File: src/hw/rtl/rtcd_pkg.sv
package rtcd_pkg;

  // Limits of the decoded picture
  localparam int unsigned MAX_WIDTH  = 1024;
  localparam int unsigned MAX_HEIGHT = 256;
  localparam int unsigned MAX_RULES  = 8;

  // Field and counter widths
  localparam int unsigned BYTE_W  = 8;
  localparam int unsigned LEN_W   = 19;
  localparam int unsigned LC_W    = 11;
  localparam int unsigned TC_W    = 19;
  localparam int unsigned HGT_W   = 9;
  localparam int unsigned AREA_W  = LC_W + HGT_W;
  localparam int unsigned RULES_W = 64;
  localparam int unsigned RCNT_W  = 4;
  localparam int unsigned CIDX_W  = 3;
  localparam int unsigned ST_W    = 3;
  localparam int unsigned SUM_W   = LEN_W + 1;
  localparam int unsigned MUL_W   = LEN_W + 4;

  localparam logic [LEN_W-1:0] RUN_MAX   = LEN_W'(MAX_WIDTH * MAX_HEIGHT);
  localparam logic [LC_W-1:0]  LINE_SAT  = '1;
  localparam logic [TC_W-1:0]  TOTAL_SAT = '1;

  // Register reset values
  localparam logic [LC_W-1:0]   LINE_WIDTH_RST   = LC_W'(170);
  localparam logic [HGT_W-1:0]  CHUNK_HEIGHT_RST = HGT_W'(48);
  localparam logic [AREA_W-1:0] AREA_RST         = AREA_W'(170 * 48);

  // Characters
  localparam logic [BYTE_W-1:0] CHAR_SPACE = 8'h20;
  localparam logic [BYTE_W-1:0] CHAR_NL    = 8'h0A;
  localparam logic [BYTE_W-1:0] CHAR_ZERO  = 8'h30;
  localparam logic [BYTE_W-1:0] CHAR_NINE  = 8'h39;

  // Result queue
  localparam int unsigned QDEPTH = 4;
  localparam int unsigned QPTR_W = $clog2(QDEPTH);
  localparam int unsigned QCNT_W = $clog2(QDEPTH + 1);

  typedef enum logic [3:0] {
    MODE_FRESH = 4'b0001,
    MODE_AFTER = 4'b0010,
    MODE_SYM   = 4'b0100,
    MODE_DIG   = 4'b1000
  } mode_e;

  typedef enum logic [ST_W-1:0] {
    ST_OK      = 3'd0,
    ST_BAD_SYM = 3'd1,
    ST_LINE    = 3'd2,
    ST_SIZE    = 3'd3,
    ST_MISSING = 3'd4
  } status_e;

  typedef enum logic [CIDX_W-1:0] {
    CFG_MARKER    = 3'd0,
    CFG_WIDTH     = 3'd1,
    CFG_HEIGHT    = 3'd2,
    CFG_RULES     = 3'd3,
    CFG_RULE_CNT  = 3'd4
  } cfg_idx_e;

  typedef struct packed {
    logic [BYTE_W-1:0]  marker;
    logic [LC_W-1:0]    line_width;
    logic [AREA_W-1:0]  area;
    logic [RULES_W-1:0] rules;
    logic [RCNT_W-1:0]  rule_cnt;
  } cfg_t;

  typedef struct packed {
    logic [BYTE_W-1:0] symbol;
    logic [LEN_W-1:0]  run_length;
  } run_t;

  // Everything one input byte produces: up to two runs plus chunk status
  typedef struct packed {
    run_t    run0;
    run_t    run1;
    logic    two;
    status_e status;
    logic    done;
  } rec_t;

  function automatic logic rtcd_sym_ok(logic [BYTE_W-1:0] b, logic [RULES_W-1:0] rules,
                                       logic [RCNT_W-1:0] cnt);
    logic [RCNT_W-1:0] n;
    logic              hit;
    n   = (cnt > RCNT_W'(MAX_RULES)) ? RCNT_W'(MAX_RULES) : cnt;
    hit = (b == CHAR_SPACE);
    for (int k = 0; k < MAX_RULES; k++) begin
      if ((RCNT_W'(k) < n) && (rules[BYTE_W*k +: BYTE_W] == b)) begin
        hit = 1'b1;
      end
    end
    return hit;
  endfunction

endpackage

File: src/hw/rtl/rtcd_if.sv
interface rtcd_in_if import rtcd_pkg::*; ();
  logic              valid;
  logic              ready;
  logic [BYTE_W-1:0] in_byte;
  logic              chunk_end;

  modport source (output valid, in_byte, chunk_end, input ready);
  modport sink (input valid, in_byte, chunk_end, output ready);
endinterface

interface rtcd_out_if import rtcd_pkg::*; ();
  logic              valid;
  logic              ready;
  logic [BYTE_W-1:0] symbol;
  logic [LEN_W-1:0]  run_length;
  logic [ST_W-1:0]   status;
  logic              chunk_done;
  logic              last;

  modport source (output valid, symbol, run_length, status, chunk_done, last, input ready);
  modport sink (input valid, symbol, run_length, status, chunk_done, last, output ready);
endinterface

interface rtcd_cfg_if import rtcd_pkg::*; ();
  logic               valid;
  logic               ready;
  logic [CIDX_W-1:0]  index;
  logic [RULES_W-1:0] data;

  modport source (output valid, index, data, input ready);
  modport sink (input valid, index, data, output ready);
endinterface

File: src/hw/rtl/rtcd_front.sv
module rtcd_front import rtcd_pkg::*; (
  input  logic       clk_i,
  input  logic       rst_ni,
  input  cfg_t       cfg_i,
  rtcd_in_if.sink    in_i,
  input  logic       q_ready_i,
  output logic       q_push_o,
  output rec_t       q_rec_o
);

  mode_e             mode_q, mode_d;
  logic [BYTE_W-1:0] held_q, held_d;
  logic [LEN_W-1:0]  acc_q, acc_d;
  logic              dseen_q, dseen_d;
  logic [LC_W-1:0]   lc_q, lc_a, lc_b, lc_c;
  logic [TC_W-1:0]   tc_q, tc_a, tc_b, tc_c;
  status_e           err_q, err_d, st;

  logic [BYTE_W-1:0] b;
  logic              fire, b_ok, is_digit, do_take;
  logic              grp_run, lit_run, end_run;
  logic [3:0]        digit;
  logic [MUL_W-1:0]  acc_x10;
  logic [SUM_W-1:0]  lc_sum_a, lc_sum_b, lc_sum_c;
  logic [SUM_W-1:0]  tc_sum_a, tc_sum_b, tc_sum_c;

  assign b           = in_i.in_byte;
  assign fire        = in_i.valid && q_ready_i;
  assign in_i.ready  = q_ready_i;
  assign b_ok        = rtcd_sym_ok(b, cfg_i.rules, cfg_i.rule_cnt);
  assign is_digit    = (b >= CHAR_ZERO) && (b <= CHAR_NINE);
  assign digit       = 4'(b - CHAR_ZERO);
  assign acc_x10     = ({4'd0, acc_q} << 3) + ({4'd0, acc_q} << 1) + {19'd0, digit};

  always_comb begin
    mode_d  = mode_q;
    held_d  = held_q;
    acc_d   = acc_q;
    dseen_d = dseen_q;
    err_d   = err_q;
    grp_run = 1'b0;
    lit_run = 1'b0;
    end_run = 1'b0;
    do_take = 1'b0;

    // Symbol, digits, or a plain element
    if (err_q == ST_OK) begin
      unique case (mode_q)
        MODE_SYM: begin
          held_d = b;
          if (!b_ok) begin
            err_d = ST_BAD_SYM;
          end else begin
            mode_d  = MODE_DIG;
            acc_d   = '0;
            dseen_d = 1'b0;
          end
        end
        MODE_DIG: begin
          if (is_digit) begin
            acc_d   = (acc_x10 > {4'd0, RUN_MAX}) ? RUN_MAX : acc_x10[LEN_W-1:0];
            dseen_d = 1'b1;
          end else if (!dseen_q) begin
            err_d = ST_MISSING;
          end else begin
            grp_run = (acc_q != '0);
            acc_d   = '0;
            dseen_d = 1'b0;
            mode_d  = MODE_AFTER;
            do_take = 1'b1;
          end
        end
        default: begin
          do_take = 1'b1;
        end
      endcase
    end

    lc_sum_a = {9'd0, lc_q} + {1'b0, acc_q};
    tc_sum_a = {1'b0, tc_q} + {1'b0, acc_q};
    lc_a     = lc_q;
    tc_a     = tc_q;
    if (grp_run) begin
      lc_a = (lc_sum_a > SUM_W'(LINE_SAT)) ? LINE_SAT : lc_sum_a[LC_W-1:0];
      tc_a = tc_sum_a[TC_W] ? TOTAL_SAT : tc_sum_a[TC_W-1:0];
    end

    lc_sum_b = {9'd0, lc_a} + SUM_W'(1);
    tc_sum_b = {1'b0, tc_a} + SUM_W'(1);
    lc_b     = lc_a;
    tc_b     = tc_a;
    if (do_take) begin
      priority if ((mode_d == MODE_AFTER) && (b == CHAR_NL)) begin
        if (lc_a != cfg_i.line_width) begin
          err_d = ST_LINE;
        end else begin
          lc_b   = '0;
          mode_d = MODE_FRESH;
        end
      end else if (b == cfg_i.marker) begin
        mode_d = MODE_SYM;
      end else if (b_ok) begin
        lit_run = 1'b1;
        lc_b    = (lc_sum_b > SUM_W'(LINE_SAT)) ? LINE_SAT : lc_sum_b[LC_W-1:0];
        tc_b    = tc_sum_b[TC_W] ? TOTAL_SAT : tc_sum_b[TC_W-1:0];
        mode_d  = MODE_AFTER;
      end else begin
        err_d = ST_BAD_SYM;
      end
    end

    // Close the chunk: flush an open group, then check line and total
    st = err_d;
    if (in_i.chunk_end && (err_d == ST_OK)) begin
      if (mode_d == MODE_SYM) begin
        st = ST_MISSING;
      end else if (mode_d == MODE_DIG) begin
        if (dseen_d) begin
          end_run = (acc_d != '0);
        end else begin
          st = ST_MISSING;
        end
      end
    end

    lc_sum_c = {9'd0, lc_b} + {1'b0, acc_d};
    tc_sum_c = {1'b0, tc_b} + {1'b0, acc_d};
    lc_c     = lc_b;
    tc_c     = tc_b;
    if (end_run) begin
      lc_c = (lc_sum_c > SUM_W'(LINE_SAT)) ? LINE_SAT : lc_sum_c[LC_W-1:0];
      tc_c = tc_sum_c[TC_W] ? TOTAL_SAT : tc_sum_c[TC_W-1:0];
    end
    if (st == ST_OK) begin
      if (lc_c != cfg_i.line_width) begin
        st = ST_LINE;
      end else if ({1'b0, tc_c} != cfg_i.area) begin
        st = ST_SIZE;
      end
    end

    // Pack the results of this byte
    q_rec_o.run0 = '0;
    q_rec_o.run1 = '0;
    priority if (grp_run) begin
      q_rec_o.run0 = '{symbol: held_q, run_length: acc_q};
    end else if (lit_run) begin
      q_rec_o.run0 = '{symbol: b, run_length: LEN_W'(1)};
    end else if (end_run) begin
      q_rec_o.run0 = '{symbol: held_d, run_length: acc_d};
    end else begin
      q_rec_o.run0 = '0;
    end
    if (grp_run && lit_run) begin
      q_rec_o.run1 = '{symbol: b, run_length: LEN_W'(1)};
    end
    q_rec_o.two    = grp_run && lit_run;
    q_rec_o.status = in_i.chunk_end ? st : ST_OK;
    q_rec_o.done   = in_i.chunk_end;
    q_push_o       = fire && (grp_run || lit_run || end_run || in_i.chunk_end);
  end

  always_ff @(posedge clk_i or negedge rst_ni) begin
    if (!rst_ni) begin
      mode_q  <= MODE_FRESH;
      held_q  <= '0;
      acc_q   <= '0;
      dseen_q <= 1'b0;
      lc_q    <= '0;
      tc_q    <= '0;
      err_q   <= ST_OK;
    end else if (fire) begin
      if (in_i.chunk_end) begin
        mode_q  <= MODE_FRESH;
        held_q  <= '0;
        acc_q   <= '0;
        dseen_q <= 1'b0;
        lc_q    <= '0;
        tc_q    <= '0;
        err_q   <= ST_OK;
      end else begin
        mode_q  <= mode_d;
        held_q  <= held_d;
        acc_q   <= acc_d;
        dseen_q <= dseen_d;
        lc_q    <= lc_b;
        tc_q    <= tc_b;
        err_q   <= err_d;
      end
    end
  end

endmodule

File: src/hw/rtl/rtcd_queue.sv
module rtcd_queue import rtcd_pkg::*; (
  input  logic clk_i,
  input  logic rst_ni,
  input  logic push_i,
  input  rec_t rec_i,
  output logic ready_o,
  input  logic pop_i,
  output logic valid_o,
  output rec_t rec_o
);

  rec_t              mem_q [QDEPTH];
  logic [QPTR_W-1:0] wr_q, rd_q;
  logic [QCNT_W-1:0] cnt_q;
  logic              do_push, do_pop;

  assign ready_o = (cnt_q != QCNT_W'(QDEPTH));
  assign valid_o = (cnt_q != '0);
  assign rec_o   = mem_q[rd_q];
  assign do_push = push_i && ready_o;
  assign do_pop  = pop_i && valid_o;

  always_ff @(posedge clk_i) begin
    if (do_push) begin
      mem_q[wr_q] <= rec_i;
    end
  end

  always_ff @(posedge clk_i or negedge rst_ni) begin
    if (!rst_ni) begin
      wr_q  <= '0;
      rd_q  <= '0;
      cnt_q <= '0;
    end else begin
      if (do_push) begin
        wr_q <= wr_q + QPTR_W'(1);
      end
      if (do_pop) begin
        rd_q <= rd_q + QPTR_W'(1);
      end
      unique case ({do_push, do_pop})
        2'b10:   cnt_q <= cnt_q + QCNT_W'(1);
        2'b01:   cnt_q <= cnt_q - QCNT_W'(1);
        default: cnt_q <= cnt_q;
      endcase
    end
  end

endmodule

File: src/hw/rtl/rtcd_back.sv
module rtcd_back import rtcd_pkg::*; (
  input  logic       clk_i,
  input  logic       rst_ni,
  input  logic       q_valid_i,
  input  rec_t       q_rec_i,
  output logic       q_pop_o,
  rtcd_out_if.source out_o
);

  rec_t rec_q;
  logic busy_q;
  logic idx_q;
  logic is_last;
  run_t cur;

  assign is_last = idx_q || !rec_q.two;
  assign cur     = idx_q ? rec_q.run1 : rec_q.run0;
  assign q_pop_o = q_valid_i && (!busy_q || (out_o.ready && is_last));

  assign out_o.valid      = busy_q;
  assign out_o.symbol     = cur.symbol;
  assign out_o.run_length = cur.run_length;
  assign out_o.status     = is_last ? rec_q.status : ST_OK;
  assign out_o.chunk_done = is_last && rec_q.done;
  assign out_o.last       = is_last;

  always_ff @(posedge clk_i) begin
    if (q_pop_o) begin
      rec_q <= q_rec_i;
    end
  end

  always_ff @(posedge clk_i or negedge rst_ni) begin
    if (!rst_ni) begin
      busy_q <= 1'b0;
      idx_q  <= 1'b0;
    end else if (q_pop_o) begin
      busy_q <= 1'b1;
      idx_q  <= 1'b0;
    end else if (busy_q && out_o.ready) begin
      if (is_last) begin
        busy_q <= 1'b0;
      end else begin
        idx_q <= 1'b1;
      end
    end
  end

endmodule

File: src/hw/rtl/rle_text_chunk_decoder_top.sv
// Run-length text chunk decoder.
//
// in_i carries one byte of chunk text per beat; chunk_end marks the final
// byte. out_o carries run descriptors (symbol, run_length) in order. A
// result beat with chunk_done set closes the chunk and holds its status
// (ok, bad symbol, line length, chunk size, missing count); when the final
// byte yields no run, that beat is status-only with run_length 0. last is
// set on the final beat produced by each input byte.
// cfg_i writes one register per beat (index 0..4: marker, line width,
// chunk height, rule symbols, rule count); it is always ready. Write it
// only while no chunk is in flight.
// Results pass through the result queue, then the back stage's register.
// One byte is taken per cycle while the queue has room; the output port
// delivers one beat per cycle while out_o is ready, so a byte that closes
// a group and adds a literal yields two output beats. A four-entry result
// queue absorbs these and output stalls; in_i drops ready only when full.
// Reset clears all parse state, empties the queue and restores register
// defaults (width 170, height 48, no rules, marker 0).
module rle_text_chunk_decoder_top import rtcd_pkg::*; (
  input  logic       clk_i,
  input  logic       rst_ni,
  rtcd_in_if.sink    in_i,
  rtcd_out_if.source out_o,
  rtcd_cfg_if.sink   cfg_i
);

  logic [BYTE_W-1:0]  marker_q;
  logic [LC_W-1:0]    width_q, width_d;
  logic [HGT_W-1:0]   height_q, height_d;
  logic [RULES_W-1:0] rules_q;
  logic [RCNT_W-1:0]  rcnt_q;
  logic [AREA_W-1:0]  area_q;
  cfg_t               cfg;

  logic q_push, q_ready, q_pop, q_valid;
  rec_t q_wr_rec, q_rd_rec;

  // Config register bank; take every beat, ignore unknown indexes
  assign cfg_i.ready = 1'b1;

  // Next width and height, so the expected chunk size lands with them
  always_comb begin
    width_d  = width_q;
    height_d = height_q;
    if (cfg_i.valid && (cfg_i.index == CFG_WIDTH)) begin
      width_d = cfg_i.data[LC_W-1:0];
    end
    if (cfg_i.valid && (cfg_i.index == CFG_HEIGHT)) begin
      height_d = cfg_i.data[HGT_W-1:0];
    end
  end

  always_ff @(posedge clk_i or negedge rst_ni) begin
    if (!rst_ni) begin
      marker_q <= '0;
      width_q  <= LINE_WIDTH_RST;
      height_q <= CHUNK_HEIGHT_RST;
      rules_q  <= '0;
      rcnt_q   <= '0;
      area_q   <= AREA_RST;
    end else begin
      width_q  <= width_d;
      height_q <= height_d;
      area_q   <= AREA_W'(width_d) * AREA_W'(height_d);
      if (cfg_i.valid) begin
        unique case (cfg_i.index)
          CFG_MARKER:   marker_q <= cfg_i.data[BYTE_W-1:0];
          CFG_RULES:    rules_q  <= cfg_i.data;
          CFG_RULE_CNT: rcnt_q   <= cfg_i.data[RCNT_W-1:0];
          default:      marker_q <= marker_q;
        endcase
      end
    end
  end

  assign cfg = '{marker: marker_q, line_width: width_q, area: area_q,
                 rules: rules_q, rule_cnt: rcnt_q};

  // Front: parse bytes, keep line and chunk counters, pack results
  rtcd_front u_front (
    .clk_i     (clk_i),
    .rst_ni    (rst_ni),
    .cfg_i     (cfg),
    .in_i      (in_i),
    .q_ready_i (q_ready),
    .q_push_o  (q_push),
    .q_rec_o   (q_wr_rec)
  );

  // Queue: one entry per byte that yields results
  rtcd_queue u_queue (
    .clk_i   (clk_i),
    .rst_ni  (rst_ni),
    .push_i  (q_push),
    .rec_i   (q_wr_rec),
    .ready_o (q_ready),
    .pop_i   (q_pop),
    .valid_o (q_valid),
    .rec_o   (q_rd_rec)
  );

  // Back: hand out each entry's runs one beat at a time
  rtcd_back u_back (
    .clk_i     (clk_i),
    .rst_ni    (rst_ni),
    .q_valid_i (q_valid),
    .q_rec_i   (q_rd_rec),
    .q_pop_o   (q_pop),
    .out_o     (out_o)
  );

  // An error status only ever appears on the closing beat
  a_status_on_close: assert property (@(posedge clk_i) disable iff (!rst_ni)
    out_o.valid && (out_o.status != ST_OK) |-> out_o.chunk_done)
    else $error("error status on a beat that does not close the chunk");

  // The closing beat is the final beat of its byte
  a_close_is_last: assert property (@(posedge clk_i) disable iff (!rst_ni)
    out_o.valid && out_o.chunk_done |-> out_o.last)
    else $error("chunk closed before the last beat of its byte");

  // Only the closing beat may carry an empty run
  a_no_empty_run: assert property (@(posedge clk_i) disable iff (!rst_ni)
    out_o.valid && !out_o.chunk_done |-> (out_o.run_length != '0))
    else $error("empty run outside a closing beat");

  // The queue never takes a push while full
  a_queue_push: assert property (@(posedge clk_i) disable iff (!rst_ni)
    q_push |-> q_ready)
    else $error("result pushed into a full queue");

endmodule

File: src/flat_wrapper.sv
// flat-port wrapper written by rule: the top's interface ports become plain ports
module rle_text_chunk_decoder_top_flat import rtcd_pkg::*;
  (clk_i, rst_ni, in_i_valid, in_i_in_byte, in_i_chunk_end, in_i_ready, out_o_valid, out_o_symbol, out_o_run_length, out_o_status, out_o_chunk_done, out_o_last, out_o_ready, cfg_i_valid, cfg_i_index, cfg_i_data, cfg_i_ready);
  rtcd_in_if in_i_i ();
  rtcd_out_if out_o_i ();
  rtcd_cfg_if cfg_i_i ();
  input  logic clk_i;
  input  logic rst_ni;
  input wire logic [$bits(in_i_i.valid)-1:0] in_i_valid;
  input wire logic [$bits(in_i_i.in_byte)-1:0] in_i_in_byte;
  input wire logic [$bits(in_i_i.chunk_end)-1:0] in_i_chunk_end;
  output wire logic [$bits(in_i_i.ready)-1:0] in_i_ready;
  output wire logic [$bits(out_o_i.valid)-1:0] out_o_valid;
  output wire logic [$bits(out_o_i.symbol)-1:0] out_o_symbol;
  output wire logic [$bits(out_o_i.run_length)-1:0] out_o_run_length;
  output wire logic [$bits(out_o_i.status)-1:0] out_o_status;
  output wire logic [$bits(out_o_i.chunk_done)-1:0] out_o_chunk_done;
  output wire logic [$bits(out_o_i.last)-1:0] out_o_last;
  input wire logic [$bits(out_o_i.ready)-1:0] out_o_ready;
  input wire logic [$bits(cfg_i_i.valid)-1:0] cfg_i_valid;
  input wire logic [$bits(cfg_i_i.index)-1:0] cfg_i_index;
  input wire logic [$bits(cfg_i_i.data)-1:0] cfg_i_data;
  output wire logic [$bits(cfg_i_i.ready)-1:0] cfg_i_ready;
  assign in_i_i.valid = in_i_valid;
  assign in_i_i.in_byte = in_i_in_byte;
  assign in_i_i.chunk_end = in_i_chunk_end;
  assign in_i_ready = in_i_i.ready;
  assign out_o_valid = out_o_i.valid;
  assign out_o_symbol = out_o_i.symbol;
  assign out_o_run_length = out_o_i.run_length;
  assign out_o_status = out_o_i.status;
  assign out_o_chunk_done = out_o_i.chunk_done;
  assign out_o_last = out_o_i.last;
  assign out_o_i.ready = out_o_ready;
  assign cfg_i_i.valid = cfg_i_valid;
  assign cfg_i_i.index = cfg_i_index;
  assign cfg_i_i.data = cfg_i_data;
  assign cfg_i_ready = cfg_i_i.ready;
  rle_text_chunk_decoder_top u_core (.clk_i(clk_i), .rst_ni(rst_ni), .in_i(in_i_i), .out_o(out_o_i), .cfg_i(cfg_i_i));
endmodule
File: config.mk
export PLATFORM = sky130hd
export DESIGN_NAME = rle_text_chunk_decoder_top_flat
export DESIGN_NICKNAME = d
export VERILOG_FILES = /design/src/hw/rtl/rtcd_pkg.sv /design/src/hw/rtl/rtcd_if.sv /design/src/hw/rtl/rtcd_front.sv /design/src/hw/rtl/rtcd_queue.sv /design/src/hw/rtl/rtcd_back.sv /design/src/hw/rtl/rle_text_chunk_decoder_top.sv /design/src/flat_wrapper.sv
export SDC_FILE = /design/constraint.sdc
export NUM_CORES = 1
export LEC_CHECK = 0
export ABC_AREA = 1
export BUFFER_PORTS_ARGS = -buffer_cell sky130_fd_sc_hd__buf_2
export CAP_MARGIN = 40
export CORE_ASPECT_RATIO = 1.2
export CORE_MARGIN = 1
export CORE_UTILIZATION = 45
export CTS_BUF_LIST = sky130_fd_sc_hd__clkbuf_4
export CTS_CLUSTER_SIZE = 24
export DETAILED_ROUTE_END_ITERATION = 10
export GPL_TIMING_DRIVEN = 0
export SLEW_MARGIN = 25
export SYNTH_ARGS = -nofsm -noshare
export SYNTH_HDL_FRONTEND = slang
export SYNTH_SLANG_ARGS = --single-unit
File: constraint.sdc
create_clock -name clk_i -period 6.05 [get_ports clk_i]
set_input_delay 0.9075 -clock clk_i [delete_from_list [all_inputs] [get_ports clk_i]]
set_output_delay 0.9075 -clock clk_i [all_outputs]
set_load 0.05 [all_outputs]
## Yosys cells after proc, flatten, opt, wreduce, memory -nomap -nowiden

Memories as Yosys holds them, arrays and structs flattened. A register that Yosys moved wholly into a read port is not among the register bits.
Cells that the tools add are included.

| storage, ports and cells | value |
|---|---|
| register bits after elaboration | 190 |
| memory bits (writable) | 236 |
| bits of input ports | 81 |
| memories | 1 |

| cells by class | value |
|---|---|
| add/sub/neg operators | 13 |
| multiply operators | 1 |
| magnitude comparators | 15 |
| equality and inequality tests | 27 |
| mux-type cells | 108 |
| reductions and logical operators | 44 |

Memories:

| memory | words | width | rd ports | clocked after Yosys merged registers in | wr ports | line | source |
|---|---|---|---|---|---|---|---|
| u_core.u_queue.mem_q | 4 | 59 | 1 | 1 | 1 | rtcd_queue.sv:12 | `rec_t mem_q [QDEPTH];` |

Operator list:

| operator | count |
|---|---|
| 2-to-1 mux 19 bit | 16 |
| 2-to-1 mux 27 bit | 5 |
| 2-to-1 mux 11 bit | 12 |
| == test 8 bit | 9 |
| 2-to-1 mux 3 bit | 19 |
| 2-to-1 mux 4 bit | 11 |
| adder 11 x 19 -> 20 bit | 2 |
| adder 19 x 19 -> 20 bit | 2 |
| greater-than comparator 20 x 11 -> 1 bit (second input constant) | 2 |
| case mux 19 bit (2 select lines) | 1 |
| nonzero test 19 bit | 2 |
| 2-to-1 mux 1 bit | 35 |
| 2-to-1 mux 8 bit | 3 |
| adder 22 x 20 -> 23 bit | 1 |
| adder 23 x 4 -> 23 bit | 1 |
| greater-than comparator 23 x 19 -> 1 bit (second input constant) | 1 |
| logical AND 1 bit | 22 |
| != test 11 bit | 2 |
| adder 19 x 1 -> 20 bit (second input constant) | 1 |
| multiplier 11 x 9 -> 20 bit | 1 |
| != test 19 x 20 -> 1 bit | 1 |
| less-than comparator 3 x 4 -> 1 bit (first input constant) | 4 |
| adder 11 x 1 -> 12 bit (second input constant) | 1 |
| greater-than comparator 12 x 11 -> 1 bit (second input constant) | 1 |
| 31 further kinds | 53 |

## Logic depth before layout (Yosys ltp)

Gate-level depths: netlist (run 1).

| logic depth | value |
|---|---|
| depth after elaboration | 29 |
| mapped depth | 56 |

## Cells and area by module

A second synthesis (run 1) with hierarchy kept.

| unflattened totals | value |
|---|---|
| cell total of the unflattened synthesis | 3,937 |
| area total of the unflattened synthesis | 32,816.5 um^2 |

By module, submodules not included:

| module | times used | cells an instance | area each (um^2) | seq. area each (um^2) |
|---|---|---|---|---|
| rtcd_front | 1 | 2,249 | 13,001.2 | 1,627.8 |
| rtcd_queue | 1 | 748 | 9,957.0 | 7,262.0 |
| rle_text_chunk_decoder_top | 1 | 769 | 7,584.8 | 2,920.3 |
| rtcd_back | 1 | 171 | 2,273.4 | 1,821.7 |

## Least setup slack after synthesis (run 1)

OpenSTA, ideal clock, no wires.

| timing path | value |
|---|---|
| kind | input-to-reg |
| from | in in_i_in_byte[3] |
| to | mem u_core.u_queue.mem_q[0][2] (netlist name) (data pin) |
| arrival | 6,309 ps |
| data required time | 5,770 ps |
| setup slack | -539 ps |
| stages | 43 |
| cell sequence | fa_1 inv_1 fa_1 inv_1 nand3_1 nand3_1 nand2_1 nand2_2 nand3_1 nand2_1 xor2_1 nand2_1 nor2_1 nand2_1 nand2_2 nand2_1 nand2_1 nand2_1 [... 7 more ...] o21ai_0 a31oi_1 o21ai_0 a21boi_0 o21ai_0 a21boi_1 clkbuf_1 nand3_1 nand3_1 nand2_1 nand2_1 nand2_1 nor2_1 nand2_1 nor2_1 nand3_1 nand2_1 a21oi_1 |

RTL lines:

| item | line | source |
|---|---|---|
| start, declared | flat_wrapper.sv:10 | `input wire logic [$bits(in_i_i.in_byte)-1:0] in_i_in_byte;` |
| end, declared | rtcd_queue.sv:12 |  |

==> reports/metrics.yaml, run 1 <==
clocking:
  root_buffer: "clkbuf_4"
  cts.sinks: 390
  clock_latency_ps: 890
  cts_buffer_depth: 3
  cts_tree: "built"
  numCtsBuffers: 99
  clkTransAtPathRegs_ps: 70
  cts.htree.levels: 3
worst_hold_path:
  hold_class: "in2reg"
  holdPathStages: 2
  hold-path-endpoint: "u_core.rules_q[11]"
  hold_start: "cfg_i_data[11]"
logic_synthesis:
  synth_top_family_by_area: "simple AND/OR/NAND/NOR gates"
  synthArstFlopShare: 0.487
  synth_top_cells_by_area: "edfxtp_1 (22%), dfrtp_1 (16%), nand2_1 (11%), ha_1 (6.6%), inv_1 (5.8%)"
  synth_top_area_share: 0.220
  post-synth-top-count-cell: "nand2_1"
  synth_largest_area_cell: "edfxtp_1"
  synthMuxAreaShare: 0.0202
  yosys-top-cells-count: "nand2_1 (804), inv_1 (423), nor2_1 (338), o21ai_0 (224), edfxtp_1 (200)"
  ys_seq_area_frac: 0.396
  synthAdderAreaFrac: 0.118
  synth-edff-count: 200
  syn_nets: 3668
  ys.flop_type: "edfxtp_1"
  synth_cells: 3372
  synth-simple-area-share: 0.236
  synth_xor_area_frac: 0.0421
  ys_seq_elements: 390
  synth_cell_types: 60
  synth_area_um2: 27300
  synth.avg_cell_area_um2: 8.08
  yosys_warnings: 0
  synth_compound_area_frac: 0.109
sta:
  drv_slew: 0
  grt_setup_unrepaired: "true"
  timing.final.ws_setup_ps: -754
  hold_ws_ps: 267
  period_needed_ps: 6800
  slew_headroom: 0.423
  finalSetupViolCount: 8
  period_share: 1.12
  worst_slew_pin_slew_ps: 865
  max_freq_ghz: 0.147
  skew_ps: 80.7
  hold_viol_final: 0
worst_setup_path:
  cpMaxStageDelayCell: "dfrtp_2"
  reg2regPathDepth: 48
  arrival_ps: 7330
  crit_fanout: 6
  cp-startpoint: "u_core.u_front.acc_q[0]"
  crit_top_cell: "nand2_1"
  start_kind: "flop"
  timing.rr.start: "u_core.u_front.acc_q[0]"
  ff2ff_setup_slack_ps: -750
  cp_data_required_time_ps: 6570
  path_class: "reg2reg"
  r2r-end: "u_core.u_queue.mem_q[1][2]"
  crit_path_end_kind: "flop"
  slowest_delay_ps: 470
routing:
  drt_iter0_drc: 1558
  drc: 0
  vias: 24700
  detail-route-antenna-nets: 0
  wire_per_inst_um: 19.1
  vias_per_cell: 5.39
  wl_um: 87700
  drtPass1Iterations: 5
power:
  power.density_nw_per_um2: 435
  peakVddDrop_v: 0.00118
  p_leak_uw: 0.0154
  finalPower_uw: 14300
floorplanning:
  fp.dieH_um: 272
  start_util: 0.456
  ioPinCount: 116
  die_x_um: 227
  die-area_um2: 61600
  fp.coreArea_um2: 59700
  rows: 98
grt:
  grt_pass1_wl_um: 134000
  grt_use_total: 0.286
  grt_max_degree: 93
  grt_pass1_vias: 24000
  grt-ovfl-total: 0
  antenna_found_initial: 1
outcome:
  violations: "negative setup slack"
  outcome: "finished, violations left"
cells_and_area:
  drive_above_1_share: 0.216
  fill_cells: 5789
  area.growth.synth_to_final_pct: 20.6
  num-nets-final: 4001
  post-route-util: 0.550
placed_design:
  dp_hpwl_um: 65800
  gp_congestion: 0.988
  place.port_buffers: 110
job:
  max_cap_violations: 0
## cell families after synthesis
family,Yosys count
AND/OR/NAND/NOR,1514
buffers and inverters,541
AO/OA/AOI/OAI,531
flip-flops,390
adder cells (fa/ha/maj),215
XOR/XNOR,131
multiplexers,49
other,1
## placed cells by master (no fill, tap or decap), types with 67 or more instances in the layout
master / Yosys / routed
a21oi_1: 127 / 98
buf_2: 6 / 117
buf_4: 14 / 99
clkbuf_4: 0 / 155
dfrtp_1: 175 / 156
edfxtp_1: 200 / 200
fa_1: 71 / 67
ha_1: 144 / 117
inv_1: 423 / 407
nand2_1: 804 / 764
nand3_1: 197 / 171
nor2_1: 338 / 309
o21ai_0: 224 / 188
o22ai_1: 101 / 98
xor2_1: 89 / 88
## final cells by class
class                           instances  area [um^2]  share of cell area
Antenna cell                            1         2.50           0.0000761
Multi-Input combinational cell       2442        15700               0.478
Buffer                                 96          542              0.0165
Timing Repair Buffer                  231         1760              0.0535
Tap cell                              800         1000              0.0305
Inverter                              445         1730              0.0525
Clock inverter                         29          183             0.00556
Clock buffer                          151         1130              0.0345
Sequential cell                       390        10800               0.329
## critical path: cells and delay by family (launching register included)
kind	cells	cell delay [ps]
simple gates	32	3450
compound gates	11	1510
fa+ha+maj	3	830
flops	1	470
buf+inv	2	190
## state kept, by name (all words and copies together), names as in the netlist, 9 cells and up
| name | flops |
|---|---|
| u_core.u_queue.mem_q | 160 |
| u_core.area_q | 20 |
| u_core.rules_q | 64 |
| u_core.u_back.rec_q | 40 |
| u_core.height_q | 9 |
| u_core.u_front.lc_q | 11 |
| u_core.u_front.tc_q | 19 |
| u_core.u_front.acc_q | 19 |
| u_core.width_q | 11 |
## worst max path at each step
stage / depth (start not counted) / end / slack [ps]
floorplan: 41 / u_core.u_queue.mem_q[0][2] / -20
global placement: 21 / u_core.u_queue.mem_q[3][3] / -2500
detailed placement: 47 / u_core.u_queue.mem_q[0][2] / -2200
CTS: 51 / u_core.u_queue.mem_q[1][2] / -710
global route: 45 / u_core.u_queue.mem_q[1][2] / -1030
finish: 48 / u_core.u_queue.mem_q[1][2] / -750
## where the power goes
group | leakage (uW) | switching, uW | total, uW | internal (uW)
logic | 0.0104 | 5150 | 8140 | 3000
registers | 0.00417 | 244 | 3820 | 3570
clock network | 0.000779 | 1130 | 2320 | 1190
## layer usage
layer | wire length [um] | track usage | up-vias
met5 | 0 | 0 | -
met4 | 5330 | 0.171 | 0
met3 | 5570 | 0.0499 | 263
met1 | 34000 | 0.330 | 11700
met2 | 42800 | 0.493 | 848
li1 | - | - | 11900
## through the flow
step / area (um^2) / setup WS [ps] / std cells / TNS, ps
floorplan: 27400 / -19.4 / 3372 / -83.8
global placement: 28900 / -2500 / 4282 / -408280
detailed placement: 29200 / -2200 / 4296 / -23510
CTS: 31700 / -708 / 4535 / -5370
global route: 32900 / -1030 / 4585 / -8110
finish: 32900 / -754 / 4585 / -5940
## what timing repair did
action	in CTS	in global routing
gates cloned	1	2
resized for setup	186	175
hold buffers	1	0
hold endpoints to repair	45	0
setup endpoints to repair	10	12
setup buffers	57	46
pin swaps	56	92
(Power assumes the default switching activity.)
==> inputs of run 2 (changes only) <==
SYNTH_HIERARCHICAL = 1   (was default)
==> run 2 against run 1 <==
Critical endpoint is now u_core/u_queue/mem_q[0][2]. Hold slack got worse by 110 ps. Cell count rose by 18%. Combinational power decreased by 27%. Sequential share of layout area up 2.0 points. The flow still finishes with violations (negative setup slack). Non-clock buffer count increased by 81. Maximum frequency is 0.83% higher. Highest routed layer unchanged. Sequential power is 21% higher. Area after synthesis grew 20%. Register-to-register slack gained 60 ps. Global-route usage shrank 1.0 points. Largest cell class unchanged. Utilization is 0.85 points lower. Via count increased by 13%.
==> reports/metrics.yaml, run 2 <==
outcome:
  outcome: "finished, violations left"
  violations: "negative setup slack"
logic_synthesis:
  synthArstFlopShare: 0.392  # -0.0954
  synth_top_cells_by_area: "edfxtp_1 (27%), dfrtp_1 (13%), nand2_1 (13%), inv_1 (6.9%), ha_1 (5.5%)"
  synth_cell_types: 68  # +13%
  ys.flop_type: "edfxtp_1"
  synth.avg_cell_area_um2: 8.34  # +3.1%
  synth_cells: 3937  # +17%
  synth_top_area_share: 0.270  # +0.0496
  yosys-top-cells-count: "nand2_1 (1101), inv_1 (604), edfxtp_1 (295), nor2_1 (266), nand3_1 (192)"
  ys_seq_elements: 485  # +24%
  ys_seq_area_frac: 0.415  # +0.0199
  post-synth-top-count-cell: "nand2_1"
  yosys_warnings: 6  # +6
  synth_area_um2: 32800  # +20%
  synth_largest_area_cell: "edfxtp_1"
  synth-edff-count: 295  # +48%
grt:
  grt_pass1_vias: 28300  # +18%
  grt_max_degree: 90  # -3.2%
  antenna_found_initial: 3  # +2
  grt-ovfl-total: 0  # unchanged
  grt_pass1_wl_um: 156000  # +16%
  grt_use_total: 0.276  # -0.0103
cells_and_area:
  fill_cells: 6871  # +19%
  num-nets-final: 4652  # +16%
  area.growth.synth_to_final_pct: 19.4
  final_cell_mix: "nand2_1 (1055), inv_1 (585), edfxtp_1 (295)"
  final_cells: 5392  # +18%
  final_common_cell: "nand2_1"
  final_area_um2: 39200  # +19%
  drive_above_1_share: 0.232  # +0.0159
  largest_reg_flops: 236  # +48%
  reg_top3: "u_core/u_queue/mem_q (236), u_core/rules_q (64), u_core/u_back/rec_q (59)"
  largest-register: "u_core/u_queue/mem_q"
worst_setup_path:
  r2r-end: "u_core/u_queue/mem_q[0][2]"
  slowest_delay_ps: 500  # +30 ps
  arrival_ps: 7430  # +100 ps
  ff2ff_setup_slack_ps: -700  # +60 ps
  cpMaxStageDelayCell: "dfrtp_2"
  reg2regPathDepth: 44  # -8.3%
  timing.rr.start: "u_core/u_front/acc_q[5]"
  crit_path_end_kind: "flop"
  path_class: "reg2reg"
  crit_top_cell: "nand2_1"
  cp_data_required_time_ps: 6730  # +160 ps
  crit_fanout: 10  # +4
  start_kind: "flop"
sta:
  max_freq_ghz: 0.148  # +0.83%
  slew_headroom: 0.265  # -0.158
  period_share: 1.12  # -0.00929
  hold_viol_final: 0  # unchanged
  period_needed_ps: 6750  # -56.2 ps
  worst_slew_pin_slew_ps: 1100  # +236 ps
  skew_ps: 63.4  # -17.3 ps
  timing.final.ws_setup_ps: -698  # +56.2 ps
  finalSetupViolCount: 8  # unchanged
  drv_slew: 0  # unchanged
  grt_setup_unrepaired: "true"
clocking:
  cts.sinks: 485  # +24%
  root_buffer: "clkbuf_4"
  clock_latency_ps: 990  # +100 ps
  cts.htree.levels: 4  # +1
  cts_buffer_depth: 3  # unchanged
  cts_tree: "built"
  numCtsBuffers: 130  # +31%
  clkTransAtPathRegs_ps: 70  # about the same
power:
  internal_power_uw: 8050  # +3.8%
  p_comb_frac: 0.434  # -0.136
  p_clk_frac: 0.227  # +0.064
  power.density_nw_per_um2: 349  # -20%
  switchingPower_uw: 5630  # -14%
  power_frac_seq: 0.339  # +0.072
  peakVddDrop_v: 0.000208  # -82%
  p_leak_uw: 0.0186  # +21%
  swShare: 0.411  # -0.0452
floorplanning:
  rows: 108  # +10%
  fp.coreArea_um2: 72300  # +21%
  start_util: 0.454  # -0.00247
  die-area_um2: 74000  # +20%
  die_x_um: 249  # +9.6%
  fp.dieH_um: 298  # +9.7%
  ioPinCount: 116  # unchanged
placed_design:
  dpl-instance-area_um2: 35200  # +20%
  dp.cells: 5019  # +17%
  place.port_buffers: 112  # +1.8%
  gp_congestion: 0.961  # -2.7%
  dp_hpwl_um: 75000  # +14%
worst_hold_path:
  hold_class: "in2reg"
  hold_start: "cfg_i_data[19]"
  hold-path-endpoint: "u_core/rules_q[19]"
  holdPathStages: 2  # unchanged
routing:
  vias_per_cell: 5.20  # -3.5%
  wl_um: 101000  # +15%
  drt_iter0_drc: 1476  # -5.3%
  wire_per_inst_um: 18.7  # -2.4%
  drc: 0  # unchanged
  vias: 28100  # +13%
  drtPass1Iterations: 5  # unchanged
  detail-route-antenna-nets: 0  # unchanged
job:
  max_cap_violations: 0  # unchanged
==> run 2: worst max path at each step <==
stage	from	end
final	u_core/u_front/acc_q[5]	u_core/u_queue/mem_q[0][2]
after global routing	u_core/u_front/acc_q[5]	u_core/u_queue/mem_q[2][2]
after CTS	u_core/u_front/acc_q[0]	u_core/u_queue/mem_q[0][2]
after detailed placement	in_i_in_byte[2]	u_core/u_queue/mem_q[3][1]
after global placement	in_i_in_byte[2]	u_core/u_queue/mem_q[2][1]
after floorplan	in_i_in_byte[3]	u_core/u_queue/mem_q[0][2]
==> run 2: power by group through the flow <==
stage	logic, uW	registers, uW	clock network (uW)
after floorplan	4160	4650	0
after global placement	5640	4750	0
after detailed placement	5850	4700	0
after CTS	5960	4640	3200
after global routing	6660	4700	3380
final	5940	4640	3110
==> run 2: stage by stage <==
step / utilization / total power, uW / hold WS [ps] / setup WS [ps] / setup TNS [ps]
after floorplan: - / 8810 / 446 / -203 / -1300
after CTS: 0.529 / 13800 / 53.0 / -586 / -4600
after global placement: 0.480 / 10400 / 463 / -2710 / -666770
after global routing: 0.542 / 14700 / 92.6 / -1060 / -8350
after detailed placement: 0.487 / 10500 / 465 / -2730 / -55940
final: 0.542 / 13700 / 155 / -698 / -5340
==> run 2: area by class of cell <==
type	instances	area (um^2)	area share
antenna	4	10.0	0.000256
inverter	644	2440	0.0623
timing repair buffer	269	2090	0.0535
multi-input combinational	2686	17000	0.433
sequential	485	13700	0.349
buffer	139	1070	0.0273
clock buffer	201	1510	0.0385
clock inverter	29	265	0.00677
tap	935	1170	0.0299
==> run 2: kinds of logic (layout without fill, tap and decap cells) <==
| kind of cell | after synthesis | after routing | synth area share |
|---|---|---|---|
| other | 2 | 23 | 0.000229 |
| DFF | 485 | 485 | 0.415 |
| and+or+nand+nor | 1761 | 1761 | 0.227 |
| buffers and inverters | 783 | 1282 | 0.105 |
| adders and majority gates | 216 | 216 | 0.0986 |
| xor gates and xnor gates | 114 | 114 | 0.0304 |
| muxes | 55 | 55 | 0.0189 |
| AOI/OAI and AO/OA | 521 | 521 | 0.105 |
==> run 2: what timing repair did <==
item,in CTS,in global routing
resized for setup,178,122
pin swaps,66,72
hold buffers,1,0
hold endpoints to repair,23,0
setup endpoints to repair,44,73
cloned,4,1
buffers inserted,81,52
==> run 2: metal layers <==
layer / vias up / GRT usage / share of wire / wire, um
met1: 13100 / 0.301 / 0.38 / 38100
li1: 13700 / - / - / -
met4: 0 / 0.165 / 0.063 / 6320
met5: - / 0 / 0 / 0
met3: 340 / 0.0506 / 0.052 / 5270
met2: 888 / 0.498 / 0.51 / 50900
==> run 2: worst max-delay path: cells and delay by family (launching register included) <==
kind            cells  cell delay (ps)
simple gates       23             2660
compound gates      9             1460
buf+inv             9             1070
fa+ha+maj           2              570
flops               1              500
xor+xnor            1              150
